File: src/rtl/nlmm_pkg.sv
// Shared constants and types for the number list membership matcher.
package nlmm_pkg;

  localparam int unsigned NUMBER_BITS_DEF = 16;
  localparam int unsigned CHAR_W          = 8;
  localparam int unsigned VALUE_W         = 10;
  localparam int unsigned S_TDATA_W       = 24;
  localparam int unsigned M_TDATA_W       = 8;

  localparam logic [CHAR_W-1:0] CHAR_NUL   = 8'h00;
  localparam logic [CHAR_W-1:0] CHAR_STAR  = 8'h2A;
  localparam logic [CHAR_W-1:0] CHAR_COMMA = 8'h2C;
  localparam logic [CHAR_W-1:0] CHAR_DASH  = 8'h2D;
  localparam logic [CHAR_W-1:0] CHAR_ZERO  = 8'h30;
  localparam logic [CHAR_W-1:0] CHAR_NINE  = 8'h39;
  localparam logic [CHAR_W-1:0] CHAR_GR_LO = 8'h21;
  localparam logic [CHAR_W-1:0] CHAR_GR_HI = 8'h7E;
  localparam logic [CHAR_W-1:0] CHAR_UC_A  = 8'h41;
  localparam logic [CHAR_W-1:0] CHAR_UC_Z  = 8'h5A;
  localparam logic [CHAR_W-1:0] CHAR_LC_A  = 8'h61;
  localparam logic [CHAR_W-1:0] CHAR_LC_Z  = 8'h7A;

  typedef struct packed {
    logic format_error;
    logic in_list;
  } result_t;

endpackage

File: src/rtl/nlmm_parser.sv
// Per-character list parser: phase, accumulator and decision state.
module nlmm_parser #(
  parameter int unsigned NUMBER_BITS = nlmm_pkg::NUMBER_BITS_DEF
) (
  input  logic                          clk_i,
  input  logic                          rst_ni,
  input  logic                          step_i,
  input  logic [nlmm_pkg::CHAR_W-1:0]   text_char_i,
  input  logic [nlmm_pkg::VALUE_W-1:0]  test_value_i,
  output nlmm_pkg::result_t             result_o
);
  import nlmm_pkg::*;

  localparam int unsigned CMP_W = (NUMBER_BITS > VALUE_W) ? NUMBER_BITS : VALUE_W;
  localparam int unsigned MAC_W = NUMBER_BITS + 4;

  typedef enum logic [2:0] {
    PH_LEAD   = 3'd0,
    PH_TOP    = 3'd1,
    PH_PRE    = 3'd2,
    PH_NUM    = 3'd3,
    PH_POST   = 3'd4,
    PH_HI_PRE = 3'd5,
    PH_HI_NUM = 3'd6
  } phase_e;

  typedef struct packed {
    phase_e                 phase;
    logic [NUMBER_BITS-1:0] acc;
    logic                   dec;
    logic                   ver;
    logic                   err;
  } pstate_t;

  pstate_t state_q, state_d, cur;

  logic c_zero, c_digit, c_graph, c_alpha, c_comma, c_dash, c_star;
  logic [NUMBER_BITS-1:0] dig;
  logic [MAC_W-1:0]       mac;
  logic [NUMBER_BITS-1:0] acc_mac;
  logic [CMP_W-1:0]       val_x, acc_x;
  logic eq_acc, ge_acc, le_acc, eq_zero;

  assign c_zero  = (text_char_i == CHAR_NUL);
  assign c_digit = (text_char_i >= CHAR_ZERO) && (text_char_i <= CHAR_NINE);
  assign c_graph = (text_char_i >= CHAR_GR_LO) && (text_char_i <= CHAR_GR_HI);
  assign c_alpha = ((text_char_i >= CHAR_UC_A) && (text_char_i <= CHAR_UC_Z)) ||
                   ((text_char_i >= CHAR_LC_A) && (text_char_i <= CHAR_LC_Z));
  assign c_comma = (text_char_i == CHAR_COMMA);
  assign c_dash  = (text_char_i == CHAR_DASH);
  assign c_star  = (text_char_i == CHAR_STAR);

  assign dig = NUMBER_BITS'(text_char_i[3:0]);
  assign mac = (MAC_W'(state_q.acc) << 3) + (MAC_W'(state_q.acc) << 1) + MAC_W'(dig);
  assign acc_mac = (mac[MAC_W-1 -: 4] != 4'd0) ? {NUMBER_BITS{1'b1}}
                                               : mac[NUMBER_BITS-1:0];

  assign val_x   = CMP_W'(test_value_i);
  assign acc_x   = CMP_W'(state_q.acc);
  assign eq_acc  = (val_x == acc_x);
  assign ge_acc  = (val_x >= acc_x);
  assign le_acc  = (val_x <= acc_x);
  assign eq_zero = (test_value_i == '0);

  function automatic pstate_t post_step(pstate_t s, logic eq, logic ge);
    pstate_t r;
    r = s;
    r.phase = PH_POST;
    if (c_zero || (c_graph && c_alpha)) begin
      r.dec = 1'b1;
      r.ver = eq;
    end else if (!c_graph) begin
      r.phase = PH_POST;
    end else if (c_comma) begin
      if (eq) begin
        r.dec = 1'b1;
        r.ver = 1'b1;
      end else begin
        r.phase = PH_TOP;
      end
    end else if (c_dash) begin
      if (ge) begin
        r.acc   = '0;
        r.phase = PH_HI_PRE;
      end else begin
        r.phase = PH_TOP;
      end
    end else begin
      r.err = 1'b1;
      r.dec = 1'b1;
      r.ver = 1'b0;
    end
    return r;
  endfunction

  function automatic pstate_t pre_step(pstate_t s);
    pstate_t r;
    r = s;
    r.phase = PH_PRE;
    if (c_zero) begin
      r.dec = 1'b1;
      r.ver = eq_zero;
    end else if (!c_graph) begin
      r.phase = PH_PRE;
    end else if (c_star) begin
      r.dec = 1'b1;
      r.ver = 1'b0;
    end else if (c_digit) begin
      r.acc   = dig;
      r.phase = PH_NUM;
    end else begin
      r.acc = '0;
      r = post_step(r, eq_zero, 1'b1);
    end
    return r;
  endfunction

  always_comb begin
    cur = state_q;
    if (!state_q.dec) begin
      case (state_q.phase)
        PH_TOP: begin
          if (c_zero) begin
            cur.dec = 1'b1;
            cur.ver = 1'b0;
          end else begin
            cur = pre_step(state_q);
          end
        end
        PH_PRE: cur = pre_step(state_q);
        PH_NUM: begin
          if (c_digit) begin
            cur.acc = acc_mac;
          end else begin
            cur = post_step(state_q, eq_acc, ge_acc);
          end
        end
        PH_POST: cur = post_step(state_q, eq_acc, ge_acc);
        PH_HI_PRE: begin
          if (c_zero) begin
            cur.dec = 1'b1;
            cur.ver = eq_zero;
          end else if (!c_graph) begin
            cur.phase = PH_HI_PRE;
          end else if (c_digit) begin
            cur.acc   = dig;
            cur.phase = PH_HI_NUM;
          end else if (eq_zero) begin
            cur.dec = 1'b1;
            cur.ver = 1'b1;
          end else begin
            cur = pre_step(state_q);
          end
        end
        PH_HI_NUM: begin
          if (c_digit) begin
            cur.acc = acc_mac;
          end else if (le_acc) begin
            cur.dec = 1'b1;
            cur.ver = 1'b1;
          end else if (c_zero) begin
            cur.dec = 1'b1;
            cur.ver = 1'b0;
          end else begin
            cur = pre_step(state_q);
          end
        end
        default: begin
          cur.phase = PH_LEAD;
          if (c_zero) begin
            cur.dec = 1'b1;
            cur.ver = 1'b0;
          end else if (c_digit) begin
            cur.acc   = dig;
            cur.phase = PH_NUM;
          end
        end
      endcase
    end
  end

  always_comb begin
    state_d = state_q;
    if (step_i) begin
      if (c_zero) begin
        state_d = '{phase: PH_LEAD, acc: '0, dec: 1'b0, ver: 1'b0, err: 1'b0};
      end else begin
        state_d = cur;
      end
    end
  end

  assign result_o.in_list      = cur.ver;
  assign result_o.format_error = cur.err;

  always_ff @(posedge clk_i or negedge rst_ni) begin
    if (!rst_ni) begin
      state_q <= '{phase: PH_LEAD, acc: '0, dec: 1'b0, ver: 1'b0, err: 1'b0};
    end else begin
      state_q <= state_d;
    end
  end

endmodule

File: src/rtl/number_list_membership_matcher_core.sv
// Top level of the number list membership matcher with stream ports.
// The verdict appears on the master side in the cycle after the zero terminator transfer.
// Throughput: one character per cycle unless a held verdict stalls the slave side; the per-character
// parse step and the saturating multiply by ten sit between the parser state and the result register.
// A character other than the terminator produces no output transfer.
// Reset clears the parser to the leading-skip phase and clears the output valid flag; the result register is not reset.
module number_list_membership_matcher_core #(
  parameter int unsigned NUMBER_BITS = nlmm_pkg::NUMBER_BITS_DEF
) (
  input  logic                           clk_i,
  input  logic                           rst_ni,
  input  logic                           s_axis_tvalid,
  output logic                           s_axis_tready,
  // [7:0] text_char, [17:8] test_value, [23:18] zero
  input  logic [nlmm_pkg::S_TDATA_W-1:0] s_axis_tdata,
  output logic                           m_axis_tvalid,
  input  logic                           m_axis_tready,
  // [0] in_list, [1] format_error, [7:2] zero
  output logic [nlmm_pkg::M_TDATA_W-1:0] m_axis_tdata
);
  import nlmm_pkg::*;

  logic                 s_xfer;
  logic [CHAR_W-1:0]    text_char;
  logic [VALUE_W-1:0]   test_value;
  result_t              result;
  result_t              out_q;
  logic                 out_valid_q, out_valid_d;

  assign text_char     = s_axis_tdata[CHAR_W-1:0];
  assign test_value    = s_axis_tdata[CHAR_W +: VALUE_W];
  assign s_axis_tready = !out_valid_q || m_axis_tready;
  assign s_xfer        = s_axis_tvalid && s_axis_tready;

  nlmm_parser #(
    .NUMBER_BITS(NUMBER_BITS)
  ) u_parser (
    .clk_i       (clk_i),
    .rst_ni      (rst_ni),
    .step_i      (s_xfer),
    .text_char_i (text_char),
    .test_value_i(test_value),
    .result_o    (result)
  );

  always_comb begin
    out_valid_d = out_valid_q && !m_axis_tready;
    if (s_xfer && (text_char == CHAR_NUL)) begin
      out_valid_d = 1'b1;
    end
  end

  always_ff @(posedge clk_i or negedge rst_ni) begin
    if (!rst_ni) begin
      out_valid_q <= 1'b0;
    end else begin
      out_valid_q <= out_valid_d;
    end
  end

  always_ff @(posedge clk_i) begin
    if (s_xfer && (text_char == CHAR_NUL)) begin
      out_q <= result;
    end
  end

  assign m_axis_tvalid = out_valid_q;
  assign m_axis_tdata  = {{(M_TDATA_W-2){1'b0}}, out_q.format_error, out_q.in_list};

endmodule
File: config.mk
export PLATFORM = sky130hd
export DESIGN_NAME = number_list_membership_matcher_core
export DESIGN_NICKNAME = d
export VERILOG_FILES = /design/src/rtl/nlmm_pkg.sv /design/src/rtl/nlmm_parser.sv /design/src/rtl/number_list_membership_matcher_core.sv
export SDC_FILE = /design/constraint.sdc
export NUM_CORES = 1
export LEC_CHECK = 0
export BUFFER_PORTS_ARGS = -buffer_cell sky130_fd_sc_hd__buf_2
export CAP_MARGIN = 20
export CORE_ASPECT_RATIO = 1.1
export CORE_MARGIN = 10
export CORE_UTILIZATION = 50
export CTS_CLUSTER_DIAMETER = 200
export DETAILED_ROUTE_END_ITERATION = 10
export PLACE_DENSITY = 0.77
export SLEW_MARGIN = 20
export SYNTH_ARGS = -nofsm -noshare
export SYNTH_HDL_FRONTEND = slang
export SYNTH_SLANG_ARGS = --single-unit
export TNS_END_PERCENT = 10
File: constraint.sdc
create_clock -name clk_i -period 4 [get_ports clk_i]
set_input_delay 0.4 -clock clk_i [delete_from_list [all_inputs] [get_ports clk_i]]
set_output_delay 0.4 -clock clk_i [all_outputs]
set_load 0.03 [all_outputs]
Word level (Yosys, flattened, before mapping)
Cells that the tools add are included.
- flip-flop bits (word level): 25
- input port bits: 28
- word-level logic and storage cells: 187
- eq/ne operators: 31
- magnitude comparators: 10
- $add $sub $neg: 2
- muxes and demuxes: 117
- reductions and logical operators: 19
- operator list (operator ; count):
    two-way mux 19 bit ; 41
    two-way mux 16 bit ; 8
    case mux 21 bit (6 select lines) ; 1
    two-way mux 3 bit ; 20
    two-way mux 2 bit ; 24
    two-way mux 22 bit ; 2
    == test 8 x 6 -> 1 bit (second input constant) ; 3
    <= comparator 8 x 7 -> 1 bit (second input constant) ; 3
    != test 4 x 2 -> 1 bit (second input constant) ; 6
    != test 3 x 2 -> 1 bit (second input constant) ; 7
    adder 19 x 17 -> 20 bit ; 1
    adder 20 x 4 -> 20 bit ; 1
    AND reduction 19 bit ; 1
    two-way mux 1 bit ; 18
    two-way mux 18 bit ; 1
    two-way mux 17 bit ; 1
    == test 10 x 16 -> 1 bit ; 1
    greater-or-equal comparator 10 x 16 -> 1 bit ; 1
    greater-or-equal comparator 8 x 6 -> 1 bit (second input constant) ; 2
    greater-or-equal comparator 8 x 7 -> 1 bit (second input constant) ; 2
    <= comparator 10 x 16 -> 1 bit ; 1
    != test 3 x 1 -> 1 bit (second input constant) ; 4
    zero test 10 bit ; 1
    == test 3 bit (second input constant) ; 3
    14 further kinds ; 26

Depth between registers and ports, before layout
Gate-level depths: netlist of run 1.
- depth after elaboration: 31
- depth in mapped cells: 14
- depth with buffers taken out: 12

Cells and area by module
Synthesis of run 1 repeated with hierarchy kept, for this count alone.
- cell total of the unflattened synthesis: 500
- area, all modules: 3787.4 sq um
- by module, submodules not included (module ; cells each ; area each (sq um) ; instances):
    nlmm_parser ; 483 ; 3578.4 ; 1
    number_list_membership_matcher_core ; 17 ; 209.0 ; 1

Worst setup path before layout of run 1
OpenSTA, ideal clock, no wires.
- path type: in2reg
- start point: input s_axis_tdata[3] (netlist bit)
- end point: register u_parser.state_q, in the netlist u_parser.acc_x[0]
- stages on the path: 13
- setup time: 0.132 ns
- required time: 3.868 ns
- arrival: 3.800 ns
- path slack: 0.067 ns
- path buffers: 2
- cells stage by stage: clkbuf_1 > clkbuf_1 > inv_1 > fa_1 > fa_1 > nor2b_1 > o2111ai_1 > a311oi_1 > a221o_1 > a211o_1 > nand4_1 > a2111oi_0 > o31ai_1
- word-level cells in the longest chain between the ends: 19
- elaborated cells between the ends (all ways): 82
- classes of those cells: add/sub: 1; order compare: 8; eq/ne: 20; mux: 42; reduce/logical: 11
- ends and longest elaborated chain (item ; RTL line ; RTL):
    start: declaration ; number_list_membership_matcher_core.sv:15 ; input logic [nlmm_pkg::S_TDATA_W-1:0] s_axis_tdata,
    == test 8 x 6 -> 1 bit ; nlmm_parser.sv:49 ; assign c_comma = (text_char_i == CHAR_COMMA);
    two-way mux 16 bit ; nlmm_parser.sv:74 ; end else if (c_comma) begin
    two-way mux 19 bit ; nlmm_parser.sv:69 ; if (c_zero || (c_graph && c_alpha)) begin
    two-way mux 19 bit ; nlmm_parser.sv:105 ; end else if (c_star) begin
    two-way mux 19 bit ; nlmm_parser.sv:103 ; end else if (!c_graph) begin
    two-way mux 19 bit ; nlmm_parser.sv:161 ; end else if (c_zero) begin
    two-way mux 19 bit ; nlmm_parser.sv:158 ; end else if (le_acc) begin
    two-way mux 19 bit ; nlmm_parser.sv:156 ; if (c_digit) begin
    [... 3 more ...] ; -- ;
    two-way mux 19 bit ; nlmm_parser.sv:105 ;
    two-way mux 19 bit ; nlmm_parser.sv:103 ;
    two-way mux 19 bit ; nlmm_parser.sv:161 ;
    two-way mux 19 bit ; nlmm_parser.sv:158 ;
    two-way mux 16 bit ; nlmm_parser.sv:156 ;
    case mux 21 bit (6 select lines) ; nlmm_parser.sv:121 ; case (state_q.phase)
    two-way mux 22 bit ; nlmm_parser.sv:120 ; if (!state_q.dec) begin
    two-way mux 22 bit ; nlmm_parser.sv:185 ; if (c_zero) begin
    end signal: assignment ; nlmm_parser.sv:198 ; state_q <= '{phase: PH_LEAD, acc: '0, dec: 1'b0, ver: 1'b0, err: 1'b0};
    end signal: assignment ; nlmm_parser.sv:200 ; state_q <= state_d;
    end: declaration ; nlmm_parser.sv:35 ; pstate_t state_q, state_d, cur;
Parallel ways exist; a longest one is shown, timed or not. The select of a mux whose other input is x is not followed.
A chain may end at the register's enable or synchronous reset.

Worst setup path after layout of run 1
- start point: register u_parser.state_q, in the netlist u_parser.acc_x[2]
- end point: register u_parser.state_q, in the netlist u_parser.acc_x[9]
- word-level cells in the longest chain between the ends: 10
- elaborated cells between the ends (all ways): 20
- classes of those cells: add/sub: 2; order compare: 2; eq/ne: 1; mux: 13; reduce/logical: 2
- ends and longest elaborated chain (item):
    branches (longest 10 deep; another with adder 19 x 17 -> 20 bit)
Several ways; the timed one is not identified. The select of a mux whose other input is x is not followed.

==> results_dict.tcl, run 1 <==
set metrics [dict create \
    area_growth_pct 5.98 \
    num-nets-final 606 \
    clock_latency_ns 0.28 \
    critPathArrivalTime_ns 3.78 \
    cts_buffers 3 \
    io-pin-count 38 \
    hold_class "primary input to asynchronous set/reset pin" \
    ant_nets 0 \
    clkSlewWorstSetupHoldPaths_ns 0.10 \
    routedWlPerCell_um 19.0 \
    worstMarginPinSlew_ns 0.761 \
    critPathKind "register to register" \
    mappedNetlistArea_mm2 0.00396 \
    worst-path-max-fanout 9 \
    power_density_mw_per_mm2 406 \
    initial_core_util_pct 52.1 \
    post_synth_num_cell_types 78 \
    cts.sinks 25 \
    core_mm2 0.00760 \
    port-buffer-count 25 \
    grt_pass1_vias 4115 \
    cpPeakStageDelay_ns 0.55 \
    fin_setup_tns_ns 0 \
    grt_max_degree 25 \
    critical_path_buf_inv_count 2 \
    synth_top_family_by_area "compound AO/OA/AOI/OAI gates" \
    synth_edf_count 2 \
    dr_total_vias 4348 \
    p_leak_nw 1.73 \
    cts_buffer_depth 2 \
    yosys.area.top_type "dfrtp_1" \
    period_share_pct 90.5 \
    rsz0062_at_grt "false" \
    cp_common_cell "inv_1" \
    grt_use_total_pct 19.5 \
    fin_skew_ns 0.0146 \
    status "finished, final reports clean" \
    syn_inst 522 \
    fp.dieH_um 113 \
    power_mw 1.70 \
    num_rows 33 \
    via_per_inst 6.80 \
    die_w_um 105 \
    relSlewSlack_pct 49.2 \
    ff_latch_area_um2 636 \
    multi_input_area_mm2 0.00306 \
    cts_tree "yes" \
    crit_path_cell_trace "inv_1, fa_1, inv_1, ha_1, a21o_1, nand4_1, and3_1, or3_1, a211oi_2, nand2_1, o311ai_0, o211ai_1" \
    max-vdd-ir-drop_uv 181 \
    fill_cells 753 \
    setup_viol 0 \
    max_cap_viol_count 0 \
    hpwl_um 9420 \
    synth-seq-cells 25 \
    overflow 0 \
    synthAdderAreaFrac_pct 14.5 \
    antenna_found_initial 0 \
    period_needed_ns 3.62 \
    diodes 0 \
    crit_required_ns 4.16 \
    startpoint_type "register" \
    synth-seq-area-share_pct 16.1 \
    grt_pass1_wl_um 20100 \
    synth_xor_area_share_pct 1.99 \
    synth_compound_area_share_pct 38.8 \
    synth_ff_type "dfrtp_1" \
    cp_top_family "simple AND/OR/NAND/NOR gates" \
    slowest_stage "fa_1" \
    hold_violations 0 \
    ys_warn_count 0 \
    yosys.area_share.simple_pct 21.1 \
    drt-initial-drc-count 378 \
    cts_root_buf "clkbuf_8" \
    synth_top_area_share_pct 14.5 \
    postSynth.asyncResetShare_pct 92.0 \
    avgSynthCellArea_um2 7.58 \
    clock.fmax_mhz 276 \
    ys_top_cells_by_count "nand2_1, o21ai_0, ha_1" \
    drtPass1Iterations 5 \
    die_area_mm2 0.0119 \
    finalWirelength_um 12200 \
    synth.most_common_cell "nand2_1" \
    gp_congestion 1.02 \
    drc 0 \
    holdBufCountCts 0 \
    htree_levels 1 \
    synth.area.top_cells "dfrtp_1, ha_1, o21ai_0" \
    worstSetupEndpointType "register" \
    synthMuxAreaShare_pct 0.253 \
    finalMaxSlewViolations 0 \
    final_layout_size_suffix_gt1_share_pct 10.5 \
]
-- power by group --
part	total (mW)	switching, mW	leakage, nW	internal (mW)
Clock	0.160	0.0884	0.0228	0.0716
Combinational	1.20	0.735	1.42	0.468
Sequential	0.341	0.0539	0.294	0.287
Total	1.70	0.877	1.73	0.826
-- path summary, 6_finish.rpt --
check	from	to	slack, ns	depth (start not counted)
min in group clk_i	m_axis_tready	m_axis_tvalid	0.44	3
hold / removal	rst_ni	u_parser.acc_x[10]	0.09	1
max in group asynchronous	rst_ni	u_parser.acc_x[15]	3.54	1
hold reg to reg	m_axis_tvalid	m_axis_tvalid	0.54	2
setup / recovery	u_parser.acc_x[2]	u_parser.acc_x[9]	0.38	12
setup reg to reg	u_parser.acc_x[2]	u_parser.acc_x[9]	0.38	12
-- layout make-up --
class	count	area share, %
clock buffer	4	1.07
multi-input combinational	439	73.1
sequential	25	15.2
inverter	31	2.78
timing repair buffer	35	4.77
tap	105	3.13
-- metrics by stage --
step / utilization [%] / worst slack [ns] / cells / cell area [um^2] / hold WS [ns]
2_1_floorplan: - / 0.0672 / 527 / 3980 / 0.104
3_3_place_gp: 54.4 / 0.315 / 635 / 4140 / 0.417
3_5_place_dp: 54.4 / 0.253 / 635 / 4140 / 0.420
4_1_cts: 55.0 / 0.272 / 639 / 4180 / 0.128
5_1_grt: 55.2 / 0.0107 / 639 / 4190 / 0.142
6_report: 55.2 / 0.379 / 639 / 4190 / 0.0918
-- per-layer routing --
| metal | routed length, um | global-route usage (%) |
|---|---|---|
| met1 | 5140 | 24.5 |
| met2 | 5940 | 34.1 |
| met3 | 767 | 1.48 |
| met4 | 302 | 6.78 |
| met5 | 0 | 0 |
-- cell families (layout without fill, tap and decap cells) --
kind of cell    Yosys count  count (layout)
xor+xnor                  9               9
mux                       1               1
compound gates          213             213
other cells               1               6
simple gates            165             165
fa+ha+maj                45              45
buf+inv                  63              70
flops                    25              25
-- state kept, by name, summed over array words and instances, names as in the netlist --
signal / count
m_axis_tdata: 2
m_axis_tvalid: 1
u_parser.acc_x: 16
u_parser.state_q: 6
-- worst reg2reg max path: cells and delay by family, from the launching register on --
family                     cells  cell delay [ns]
DFF                            1             0.45
buffers and inverters          2             0.20
AOI/OAI and AO/OA              4             0.99
adders and majority gates      2             0.83
and+or+nand+nor                4             1.05
-- repair_timing --
action                                  4_1_cts  5_1_grt
setup buffers                                 0        0
endpoints found under the setup margin        0        7
gates resized for setup                       0        2
-- placed cells by master, fill, tap and decap left out, types with 6 or more instances in the layout --
master    count
nand4_1      10
a211oi_1     17
a21o_1       11
a21oi_1      34
a31oi_1       9
dfrtp_1      23
nand2b_1      6
ha_1         41
nor2b_1       7
buf_2        25
and2_1       10
nand2_1      48
o21ai_0      42
o211ai_1      9
inv_1        30
nor3_1       12
o31ai_1       6
nor2_1       30
xnor2_1       6
nand3_1      14
o21a_1        7
conb_1        6
buf_4        10
o32ai_1       9
No activity file was read; power rests on OpenSTA's default activity.
==> run 2, diff against run 1 <==
--- a/config.mk
+++ b/config.mk
@@ -10,8 +10,10 @@
 export CORE_ASPECT_RATIO = 1.1
 export CORE_MARGIN = 10
 export CORE_UTILIZATION = 50
+export CTS_BUF_LIST = sky130_fd_sc_hd__clkbuf_16
 export CTS_CLUSTER_DIAMETER = 200
 export DETAILED_ROUTE_END_ITERATION = 10
+export MAX_ROUTING_LAYER = met4
 export PLACE_DENSITY = 0.77
 export SLEW_MARGIN = 20
 export SYNTH_ARGS = -nofsm -noshare
==> results_dict.tcl, run 2 (synthesis gave the netlist of run 1 again) <==
set metrics [dict create \
    ff2ff_setup_slack_ns 0.19 \
    fp.dieH_um 113 \
    grt.met1_usage_pct 24.7 \
    relSlewSlack_pct 48.2 \
    setup_viol 0 \
    port-buffer-count 25 \
    io-pin-count 38 \
    grt_use_met2_pct 33.5 \
    core_mm2 0.00760 \
    clock_latency_ns 0.26 \
    initial_core_util_pct 52.1 \
    finalMaxSlewViolations 0 \
    grt_pass1_wl_um 20100 \
    worst-path-max-fanout 6 \
    final_layout_size_suffix_gt1_share_pct 10.7 \
    period_needed_ns 3.81 \
    grtUsageMet3_pct 1.14 \
    max_cap_viol_count 0 \
    p_leak_nw 1.75 \
    cts_buffer_depth 2 \
    place_area_mm2 0.00414 \
    via_per_inst 6.65 \
    critPathKind "register to register" \
    cts_resized 0 \
    rr_endpoint "u_parser.acc_x[0]" \
    grt_use_total_pct 20.1 \
    r2r_cells 12 \
    diodes 0 \
    power_density_mw_per_mm2 411 \
    routedWlPerCell_um 18.8 \
    worstSetupEndpointType "register" \
    cts.sinks 25 \
    grt_pass1_vias 4086 \
    dr_total_vias 4255 \
    largest_reg_flops 16 \
    overflow 0 \
    area_growth_pct 6.89 \
    fin_skew_ns 0.00489 \
    drtPass1Iterations 6 \
    period_share_pct 95.2 \
    num_rows 33 \
    clkSlewWorstSetupHoldPaths_ns 0.07 \
    cts_root_buf "clkbuf_16" \
    fin_area_mm2 0.00423 \
    ant_nets 0 \
    antenna_found_initial 0 \
    critPathArrivalTime_ns 3.95 \
    htree_levels 1 \
    startpoint_type "register" \
    busiest_layer "met2" \
    num-nets-final 607 \
    post_cts_buffers 0 \
    max-vdd-ir-drop_uv 182 \
    drc 0 \
    cts_tree "yes" \
    drt-initial-drc-count 378 \
    rsz0062_at_grt "false" \
    cts_buffers 3 \
    layout_common_cells "nand2_1, o21ai_0, ha_1" \
    timing.rr.start "u_parser.acc_x[0]" \
    crit_required_ns 4.14 \
    hold_class "primary input to asynchronous set/reset pin" \
    die_area_mm2 0.0119 \
    holdBufCountCts 0 \
    hold_violations 0 \
    worstMarginPinSlew_ns 0.770 \
    status "finished, final reports clean" \
    fin_setup_tns_ns 0 \
    clock.fmax_mhz 263 \
    grt_max_degree 25 \
    gp_congestion 0.997 \
    hpwl_um 9540 \
    final_common_cell "nand2_1" \
    finalWirelength_um 12000 \
    die_w_um 105 \
]
-- run 2: changes by cell type in the layout (fill, tap and decap cells not counted), sizes merged --
| cell | previous run | this run |
|---|---|---|
| clkbuf | 4 | 3 |
| buf | 35 | 36 |
| clkinvlp | 0 | 1 |
-- run 2: metal layers --
| metal | wire length (um) | vias to the layer above | share of wire [%] |
|---|---|---|---|
| li1 | - | 2050 | - |
| met5 | 0 | - | 0 |
| met2 | 5830 | 167 | 48 |
| met1 | 5200 | 2001 | 43 |
| met3 | 585 | 37 | 4.9 |
| met4 | 414 | 0 | 3.4 |
-- run 2: layout make-up --
class	count	area, um^2
clock buffer	3	75.1
clock inverter	1	7.51
fill	760	3370
inverter	31	116
multi-input combinational	439	3060
sequential	25	636
tap	105	131
timing repair buffer	36	208
-- run 2: power breakdown --
| group | total [mW] | leakage (nW) | internal (mW) | switching, mW |
|---|---|---|---|---|
| clock | 0.233 | 0.0371 | 0.136 | 0.0968 |
| sequential | 0.339 | 0.294 | 0.287 | 0.0522 |
| combinational | 1.17 | 1.42 | 0.455 | 0.711 |
-- run 2: worst max path at each step --
stage | from | to | slack (ns) | cells after the start
floorplan | s_axis_tdata[3] | u_parser.acc_x[0] | 0.07 | 13
global placement | s_axis_tdata[3] | u_parser.acc_x[4] | 0.35 | 13
detailed placement | s_axis_tdata[3] | u_parser.acc_x[5] | 0.22 | 13
CTS | u_parser.acc_x[0] | u_parser.acc_x[5] | 0.24 | 12
global route | u_parser.acc_x[2] | u_parser.acc_x[5] | 0.002 | 12
finish | u_parser.acc_x[0] | u_parser.acc_x[0] | 0.19 | 12
-- run 2: worst max-delay path, stage by stage (launching register included) --
cell       delay [ns]
dfrtp_1          0.46
inv_1            0.11
fa_1             0.57
inv_1            0.06
ha_1             0.27
a21o_1           0.16
nand4_1          0.15
and3_1           0.27
or3_1            0.36
a211oi_1         0.43
nand4_1          0.26
a2111oi_0        0.47
o31ai_1          0.11
-- run 2: stage by stage --
stage | instances | power, mW | hold slack, ns | util [%] | setup slack, ns
6_report | 640 | 1.74 | 0.116 | 55.7 | 0.194
5_1_grt | 640 | 1.89 | 0.166 | 55.7 | 0.00162
4_1_cts | 640 | 1.71 | 0.144 | 55.6 | 0.236
3_5_place_dp | 636 | 1.47 | 0.418 | 54.5 | 0.221
3_3_place_gp | 636 | 1.45 | 0.413 | 54.5 | 0.345
2_1_floorplan | 527 | 1.19 | 0.104 | - | 0.0672
